===== config.mk =====
export PLATFORM = sky130hd
export DESIGN_NAME = day_of_year_to_epoch_time_flat
export DESIGN_NICKNAME = d
export VERILOG_FILES = /design/src/design/doy2ep_pkg.sv /design/src/design/doy2ep_in_if.sv /design/src/design/doy2ep_out_if.sv /design/src/design/day_of_year_to_epoch_time.sv /design/src/flat_wrapper.sv
export SDC_FILE = /design/constraint.sdc
export NUM_CORES = 1
export LEC_CHECK = 0
export BUFFER_PORTS_ARGS = -buffer_cell sky130_fd_sc_hd__buf_2
export CAP_MARGIN = 30
export CELL_PAD_IN_SITES_DETAIL_PLACEMENT = 0
export CELL_PAD_IN_SITES_GLOBAL_PLACEMENT = 1
export CORE_MARGIN = 3
export CORE_UTILIZATION = 46
export CTS_BUF_LIST = sky130_fd_sc_hd__clkbuf_16
export CTS_CLUSTER_DIAMETER = 60
export CTS_CLUSTER_SIZE = 10
export DETAILED_ROUTE_END_ITERATION = 8
export PLACE_DENSITY = 0.76
export SKIP_LAST_GASP = 1
export SLEW_MARGIN = 20
export SYNTH_ARGS = -nofsm -noshare
export SYNTH_HDL_FRONTEND = slang
export SYNTH_SLANG_ARGS = --single-unit

===== constraint.sdc =====
create_clock -name clk -period 13.3 [get_ports clk]
set_clock_uncertainty 0.2 [all_clocks]
set_input_delay 1.33 -clock clk [delete_from_list [all_inputs] [get_ports clk]]
set_output_delay 1.33 -clock clk [all_outputs]
set_load 0.01 [all_outputs]

===== src/design/doy2ep_pkg.sv =====
`default_nettype none
package doy2ep_pkg;

    localparam int FRACTION_BITS = 20;

    localparam int YEAR_W    = 8;
    localparam int YDAY_W    = 9;
    localparam int HOUR_W    = 5;
    localparam int MINUTE_W  = 6;
    localparam int SECONDS_W = 26;
    localparam int EPOCH_W   = 34;
    localparam int NANOS_W   = 30;

    localparam int LEAP_W = 7;
    localparam int YDAYS_W = 17;
    localparam int DAYS_W = 18;
    localparam int SOD_W = 28;
    localparam int PROD_W = FRACTION_BITS + NANOS_W;

    localparam logic [YEAR_W-1:0] CENTURY_SKIP = 8'd200;
    localparam logic signed [DAYS_W-1:0] DAY_BIAS = 18'sd25568;
    localparam logic signed [EPOCH_W-1:0] SECS_PER_DAY = 34'sd86400;
    localparam logic [NANOS_W-1:0] NANOS_PER_SEC = 30'd1000000000;

    function automatic logic [LEAP_W-1:0] leap_count(input logic [YEAR_W-1:0] y);
        logic [YEAR_W:0] rounded;
        logic [LEAP_W-1:0] cnt;
        begin
            rounded = {1'b0, y} + 9'd3;
            cnt = LEAP_W'(rounded >> 2);
            if (y != '0)
            begin
                cnt = cnt - 7'd1;
            end
            if (y > CENTURY_SKIP)
            begin
                cnt = cnt - 7'd1;
            end
            return cnt;
        end
    endfunction

endpackage
`default_nettype wire


===== src/design/doy2ep_in_if.sv =====
`default_nettype none
interface doy2ep_in_if;
    import doy2ep_pkg::*;

    logic                  valid;
    logic                  ready;
    logic [YEAR_W-1:0]     years_since_1900;
    logic [YDAY_W-1:0]     day_of_year;
    logic [HOUR_W-1:0]     hour_of_day;
    logic [MINUTE_W-1:0]   minute_of_hour;
    logic [SECONDS_W-1:0]  seconds_fixed;

    modport source (
        output valid, years_since_1900, day_of_year, hour_of_day, minute_of_hour,
               seconds_fixed,
        input  ready
    );

    modport sink (
        input  valid, years_since_1900, day_of_year, hour_of_day, minute_of_hour,
               seconds_fixed,
        output ready
    );
endinterface
`default_nettype wire


===== src/design/doy2ep_out_if.sv =====
`default_nettype none
interface doy2ep_out_if;
    import doy2ep_pkg::*;

    logic                valid;
    logic                ready;
    logic [EPOCH_W-1:0]  epoch_seconds;
    logic [NANOS_W-1:0]  nanoseconds;

    modport source (
        output valid, epoch_seconds, nanoseconds,
        input  ready
    );

    modport sink (
        input  valid, epoch_seconds, nanoseconds,
        output ready
    );
endinterface
`default_nettype wire


===== src/design/day_of_year_to_epoch_time.sv =====
// Converts a UTC timestamp (years since 1900, day of year, hour, minute and
// fixed-point seconds) into signed seconds since 1970-01-01 and truncated
// nanoseconds, one word per cycle unless the output stalls. Each word passes
// through three register stages; the last stage is the output register. The day
// count and the fraction multiply are in stage one, the seconds-per-day multiply
// in stage two and the final add in stage three. A stalled output holds its word
// while earlier stages keep filling.
`default_nettype none
module day_of_year_to_epoch_time (
    input  wire logic     clk,
    input  wire logic     rst_n,
    doy2ep_in_if.sink     timestamp,
    doy2ep_out_if.source  epoch
);
    import doy2ep_pkg::*;

    logic en1, en2, en3;

    logic                      v1_reg;
    logic signed [DAYS_W-1:0]  days1_reg, days1_next;
    logic [SOD_W-1:0]          sod1_reg, sod1_next;
    logic [PROD_W-1:0]         prod1_reg, prod1_next;

    logic                      v2_reg;
    logic [EPOCH_W-1:0]        days_sec2_reg, days_sec2_next;
    logic [SOD_W-1:0]          sod2_reg;
    logic [NANOS_W-1:0]        nanos2_reg, nanos2_next;

    logic                      v3_reg;
    logic [EPOCH_W-1:0]        epoch3_reg, epoch3_next;
    logic [NANOS_W-1:0]        nanos3_reg;

    logic [YDAYS_W-1:0]        year_days;
    logic [SOD_W-1:0]          whole_sec;
    logic [FRACTION_BITS-1:0]  frac;
    logic signed [EPOCH_W-1:0] days_wide;

    assign en3 = !v3_reg || epoch.ready;
    assign en2 = !v2_reg || en3;
    assign en1 = !v1_reg || en2;
    assign timestamp.ready = en1;

    always_comb
    begin
        year_days = YDAYS_W'(timestamp.years_since_1900) * YDAYS_W'(365)
                  + YDAYS_W'(leap_count(timestamp.years_since_1900))
                  + YDAYS_W'(timestamp.day_of_year);
        days1_next = $signed({1'b0, year_days}) - DAY_BIAS;
        whole_sec = SOD_W'(timestamp.seconds_fixed >> FRACTION_BITS);
        sod1_next = SOD_W'(timestamp.hour_of_day) * SOD_W'(3600)
                  + SOD_W'(timestamp.minute_of_hour) * SOD_W'(60)
                  + whole_sec;
        frac = FRACTION_BITS'(timestamp.seconds_fixed);
        prod1_next = PROD_W'(frac) * PROD_W'(NANOS_PER_SEC);
    end

    always_comb
    begin
        days_wide = EPOCH_W'(days1_reg);
        days_sec2_next = EPOCH_W'(days_wide * SECS_PER_DAY);
        nanos2_next = NANOS_W'(prod1_reg >> FRACTION_BITS);
    end

    assign epoch3_next = days_sec2_reg + EPOCH_W'(sod2_reg);

    always_ff @(posedge clk or negedge rst_n)
    begin
        if (!rst_n)
        begin
            v1_reg <= 1'b0;
            v2_reg <= 1'b0;
            v3_reg <= 1'b0;
        end
        else
        begin
            if (en1)
            begin
                v1_reg <= timestamp.valid;
            end
            if (en2)
            begin
                v2_reg <= v1_reg;
            end
            if (en3)
            begin
                v3_reg <= v2_reg;
            end
        end
    end

    always_ff @(posedge clk)
    begin
        if (en1 && timestamp.valid)
        begin
            days1_reg <= days1_next;
            sod1_reg  <= sod1_next;
            prod1_reg <= prod1_next;
        end
        if (en2 && v1_reg)
        begin
            days_sec2_reg <= days_sec2_next;
            sod2_reg      <= sod1_reg;
            nanos2_reg    <= nanos2_next;
        end
        if (en3 && v2_reg)
        begin
            epoch3_reg <= epoch3_next;
            nanos3_reg <= nanos2_reg;
        end
    end

    assign epoch.valid         = v3_reg;
    assign epoch.epoch_seconds = epoch3_reg;
    assign epoch.nanoseconds   = nanos3_reg;

    // A word stuck in the middle stage keeps its value until it moves on.
    assert property (@(posedge clk) disable iff (!rst_n)
        v2_reg && !en3 |=> v2_reg && $stable(days_sec2_reg) && $stable(nanos2_reg))
    else $error("middle stage word changed while stalled");

    // The fraction of a second never reaches a full second.
    assert property (@(posedge clk) disable iff (!rst_n)
        epoch.valid |-> epoch.nanoseconds < NANOS_PER_SEC)
    else $error("nanoseconds out of range");

    // A full first stage that cannot advance keeps its word.
    assert property (@(posedge clk) disable iff (!rst_n)
        v1_reg && !en2 |=> v1_reg && $stable(days1_reg) && $stable(sod1_reg)
                           && $stable(prod1_reg))
    else $error("first stage word lost under stall");

endmodule
`default_nettype wire


===== src/flat_wrapper.sv =====
// flat-port wrapper written by rule: the top's interface ports become plain ports
module day_of_year_to_epoch_time_flat import doy2ep_pkg::*;
  (clk, rst_n, timestamp_valid, timestamp_years_since_1900, timestamp_day_of_year, timestamp_hour_of_day, timestamp_minute_of_hour, timestamp_seconds_fixed, timestamp_ready, epoch_valid, epoch_epoch_seconds, epoch_nanoseconds, epoch_ready);
  doy2ep_in_if timestamp_i ();
  doy2ep_out_if epoch_i ();
  input  wire logic clk;
  input  wire logic rst_n;
  input wire logic [$bits(timestamp_i.valid)-1:0] timestamp_valid;
  input wire logic [$bits(timestamp_i.years_since_1900)-1:0] timestamp_years_since_1900;
  input wire logic [$bits(timestamp_i.day_of_year)-1:0] timestamp_day_of_year;
  input wire logic [$bits(timestamp_i.hour_of_day)-1:0] timestamp_hour_of_day;
  input wire logic [$bits(timestamp_i.minute_of_hour)-1:0] timestamp_minute_of_hour;
  input wire logic [$bits(timestamp_i.seconds_fixed)-1:0] timestamp_seconds_fixed;
  output wire logic [$bits(timestamp_i.ready)-1:0] timestamp_ready;
  output wire logic [$bits(epoch_i.valid)-1:0] epoch_valid;
  output wire logic [$bits(epoch_i.epoch_seconds)-1:0] epoch_epoch_seconds;
  output wire logic [$bits(epoch_i.nanoseconds)-1:0] epoch_nanoseconds;
  input wire logic [$bits(epoch_i.ready)-1:0] epoch_ready;
  assign timestamp_i.valid = timestamp_valid;
  assign timestamp_i.years_since_1900 = timestamp_years_since_1900;
  assign timestamp_i.day_of_year = timestamp_day_of_year;
  assign timestamp_i.hour_of_day = timestamp_hour_of_day;
  assign timestamp_i.minute_of_hour = timestamp_minute_of_hour;
  assign timestamp_i.seconds_fixed = timestamp_seconds_fixed;
  assign timestamp_ready = timestamp_i.ready;
  assign epoch_valid = epoch_i.valid;
  assign epoch_epoch_seconds = epoch_i.epoch_seconds;
  assign epoch_nanoseconds = epoch_i.nanoseconds;
  assign epoch_i.ready = epoch_ready;
  day_of_year_to_epoch_time u_core (.clk(clk), .rst_n(rst_n), .timestamp(timestamp_i), .epoch(epoch_i));
endmodule

== Word-level counts from Yosys, hierarchy flattened ==
Index checks and enable logic that the tools add are counted.
Storage, ports and cells
  bits of input ports: 58
  word-level logic and storage cells: 38
  register bits after elaboration: 239
Operators by class
  multiply operators: 5
  reduce and logical (&&, ||, !) cells: 10
  $lt $le $gt $ge: 1
  add/subtract/negate cells: 9
  mux-type cells: 2
Operator list (number)
  $mul A20 B21 Y41 const B: 1
  $add A34 B28 Y34: 1
  $add A28 B6 Y28: 1
  $mul A18 B11 Y27 const B: 1
  $add A17 B12 Y18: 1
  $sub A17 B15 Y18 const B: 1
  $add A17 B7 Y17: 1
  $add A17 B9 Y17: 1
  $mul A8 B9 Y17 const B: 1
  $mux W7: 2
  $sub A7 B1 Y7 const B: 2
  $mul A5 B8 Y13 const B: 1
  $mul A6 B4 Y10 const B: 1
  $add A8 B2 Y9 const B: 1
  $gt A8 B8 Y1 const B: 1
  $reduce_bool A8 Y1: 1
  $logic_and A1 B1 Y1: 3
  $logic_not A1 Y1: 3
  $logic_or A1 B1 Y1: 3

== Depth between registers and ports, before layout ==
  depth after elaboration: 8
  depth in mapped cells: 23
  mapped depth without buffers: 23

== Least setup slack after synthesis ==
OpenSTA, ideal clock, no wires.
  kind: input port to flip-flop
  start point: in timestamp_seconds_fixed[2]
  end point: reg u_core.prod1_reg[49] (data pin)
  setup time: 0.260 ns
  stages: 21
  slack: 5.930 ns
  path buffers: 0
  data arrival time: 6.910 ns
  cells stage by stage: fa_1 inv_1 fa_1 inv_1 fa_1 inv_1 fa_1 fa_1 inv_1 fa_1 fa_1 ha_1 a211oi_1 o211ai_1 a31oi_1 o21ai_2 a41oi_2 o221ai_2 a311o_1 a31oi_1 xnor2_1
Between the ends
  cells in the longest elaborated chain, start to end: 1
RTL lines
  start: declaration: RTL line flat_wrapper.sv:13  | input wire logic [$bits(timestamp_i.seconds_fixed)-1:0] timestamp_seconds_fixed;
  $mul A20 B21 Y41: RTL line day_of_year_to_epoch_time.sv:54  | prod1_next = PROD_W'(frac) * PROD_W'(NANOS_PER_SEC);
  via u_core.prod1_next[49]: RTL line day_of_year_to_epoch_time.sv:22  | logic [PROD_W-1:0] prod1_reg, prod1_next;
  end signal: assignment: RTL line day_of_year_to_epoch_time.sv:97  | prod1_reg <= prod1_next;
  end: declaration: RTL line day_of_year_to_epoch_time.sv:22
The timed path passes the listed nets, and every way through them passes these cells.
A chain may end at the register's enable or synchronous reset.

== Worst setup path after layout ==
  start point: in timestamp_seconds_fixed[9]
  end point: reg u_core.prod1_reg[49] (data pin)
The elaborated chain is that of the path after synthesis.

==> out/qor.txt <==
Vias in the first global route: 14397
Yosys Warn Count: 0
Metal3 WL: 1603 microns
Clock period minus worst slack: 7.499 ns
RSZ-0062 raised after global routing: no
Die ar.: 51370 sq um
Layout cells sized above 1: 0.08357
Hold depth: 0
First-pass GRT wire length: 73230 microns
Hold bufs inserted after CTS: 0
Initial core utilization: 0.4671
Sequential cell area fraction in the yosys report: 0.2809
Setup Fix Bufs, Post-CTS: 0
Post-cts gate resize count: 0
Max Cap Violations: 0
CTS H-tree lvls: 1
Die Y: 226.7 microns
Largest fanout on the critical path: 6
Final instance area: 24610 sq um
Root Buffer: clkbuf_16
Post-DP HPWL: 37800 microns
Yosys reg bits: 210
Post-Syn Area per Cell: 11.49 sq um
Post-layout nets: 2831
Post-synth EDFFs: 207
RD Place Congestion: 0.9377
Routed vias/inst: 4.992
Setup violations, final: 0
Top-Level Pins: 124
Crit path kind: input port to register
GRT Total Usage: 0.1784
Iter 0 DRT Violations: 402
Placed Area: 23790 sq um
Final period utilization: 0.5639
Cell count after synthesis: 1950
Rows: 80
Ys async rst share: 0.01429
Via count: 13644
Worst endpoint required time: 13.38 ns
Main flop type after synthesis: edfxtp_1
Max reg flops: 34
Drc violations: 0
Status: complete, no violations
Max-slew violation count: 0
DRT antenna net count: 0
Slew Limit Headroom: 0.5983
GR Overflow Total: 0
Area share of the largest cell type after synthesis: 0.2775
Inst Count DP: 2687
Worst-skew pair later-pin latency: 0.54 ns
Post-synth net total: 2678
Top post-synthesis cells by area: edfxtp_1 (28%), fa_1 (24%), ha_1 (22%)
DRT Wirelength: 44080 microns
Clock slew at reported path FFs: 0.06 ns
TritonCTS buffer count: 26
Pin count of the biggest net entering global routing: 77
Leading area contributor after synthesis: edfxtp_1
Highest metal used: met4
Worst slew pin tran: 0.6010 ns
Final hold violations: 0
Synth unique cells: 71
Crit path DAT: 7.58 ns
Antenna fix cells: 0
CTS tree: yes
Post-Syn Area: 22400 sq um
TritonRoute pass-1 iters: 4
Initial antenna violation count: 0
M1 WL: 21060 microns
Core footprint: 47950 sq um
Non-filler instance count after layout: 2733
IO Port Bufs: 123
Fill cells: 4266
Setup TNS: 0 ns
Crit end category: register
Longest Clk Path Bufs: 3
DIE WIDTH: 226.7 microns
Area Growth Syn to Fin: 9.877%
R2R depth: 17
Wire per inst: 16.13 microns
Clock sink count: 210
Routed wl met2: 20640 microns
Type of origin of the critical path: input port
Fmax: 133.3 MHz
Worst hold margin: 0.2075 ns
HP Class: register to register
-- cells in the mapped netlist, types with 3 or more instances --
cell type / instances
a21boi_0: 9
a31oi_1: 8
a21o_1: 28
nor2b_1: 19
o31ai_1: 4
o211ai_1: 8
xor2_1: 48
nor3_1: 24
edfxtp_1: 207
ha_1: 402
o21bai_1: 13
and2_1: 7
nand2_1: 42
fa_1: 268
and3_1: 8
dfrtp_1: 3
or3_1: 10
nand3_1: 20
o21a_1: 13
nand4_1: 9
xnor2_1: 94
o21ai_0: 36
nand3b_1: 3
nand2b_1: 10
o22ai_1: 3
and4_1: 5
or2_2: 6
nor2_1: 64
o2111ai_1: 3
inv_1: 464
a21oi_1: 57
nor3b_1: 3
o21ai_1: 3
a211oi_1: 7
-- logic make-up (layout without fill, tap and decap cells) --
logic type / after synthesis / in the layout / share of synthesized area
AO/OA/AOI/OAI: 217 / 217 / 0.06464
XOR/XNOR: 142 / 142 / 0.05553
adder cells (fa/ha/maj): 670 / 670 / 0.4641
buffers and inverters: 466 / 634 / 0.07810
flip-flops: 210 / 210 / 0.2809
multiplexers: 3 / 3 / 0.001397
other: 1 / 1 / 0.0001674
AND/OR/NAND/NOR: 241 / 241 / 0.05514
-- worst max-delay path, stage by stage --
cell and delay, ns:
buf_2 0.18, inv_1 0.13, ha_1 0.35, inv_1 0.14, fa_1 0.48, fa_1 0.55, inv_1 0.05, fa_1 0.47
inv_1 0.05, fa_1 0.50, fa_1 0.57, fa_1 0.42, ha_1 0.36, o211ai_1 0.22, o211ai_1 0.14, a31oi_1 0.23
o21ai_2 0.12, a41oi_2 0.34, o221ai_2 0.20, a311o_1 0.42, a31oi_1 0.22, xnor2_1 0.09
-- layout by cell type (no fill, tap or decap), types with 9 or more instances in the layout --
master and instances:
a21o_1 28, o21a_1 13, nor2_1 64, clkbuf_16 26, or3_1 10, edfxtp_1 207
nor3_1 24, inv_1 477, o21ai_0 36, buf_2 123, nand4_1 9, a21boi_0 9
nor2b_1 19, o21bai_1 13, nand2b_1 10, xor2_1 48, a21oi_1 57, ha_1 402
nand2_1 42, nand3_1 20, fa_1 268, xnor2_1 94
-- final timing paths --
path | startpoint | to | slack [ns]
worst max-delay path | timestamp_seconds_fixed[9] | u_core.prod1_reg[49]$_DFFE_PP_ | 5.80
worst min-delay path | u_core.sod1_reg[16]$_DFFE_PP_ | u_core.sod2_reg[16]$_DFFE_PP_ | 0.21
worst max register to register | u_core.days1_reg[3]$_DFFE_PP_ | u_core.days_sec2_reg[32]$_DFFE_PP_ | 7.98
worst min register to register | u_core.sod1_reg[16]$_DFFE_PP_ | u_core.sod2_reg[16]$_DFFE_PP_ | 0.21
max in group asynchronous | rst_n | u_core.v1_reg$_DFFE_PN0N_ | 12.41
min in group asynchronous | rst_n | u_core.epoch.valid$_DFFE_PN0P_ | 0.38
-- metrics by stage --
| stage | worst slack, ns | util |
|---|---|---|
| floorplan | 5.930 | - |
| global placement | 5.319 | 0.4962 |
| detailed placement | 5.248 | 0.4962 |
| CTS | 5.814 | 0.5115 |
| global route | 5.481 | 0.5133 |
| finish | 5.801 | 0.5133 |
-- cell type report --
| class | instances | area (sq um) | share of cell area |
|---|---|---|---|
| Multi-Input combinational cell | 1274 | 14360 | 0.5837 |
| Sequential cell | 210 | 6291 | 0.2556 |
| Clock inverter | 17 | 86.33 | 0.003508 |
| Inverter | 464 | 1742 | 0.07077 |
| Timing Repair Buffer | 127 | 705.7 | 0.02868 |
| Clock buffer | 26 | 650.6 | 0.02644 |
| Tap cell | 615 | 769.5 | 0.03127 |
-- routing by layer --
metal  vias to the layer above  track usage
li1                       6736            -
met1                      6644       0.2545
met2                       210       0.2926
met3                        54      0.02732
met4                         0      0.03361
met5                         -            0
Power is not shown: default switching activity piles up to over one toggle a cycle in this logic, so the estimate is an artifact.
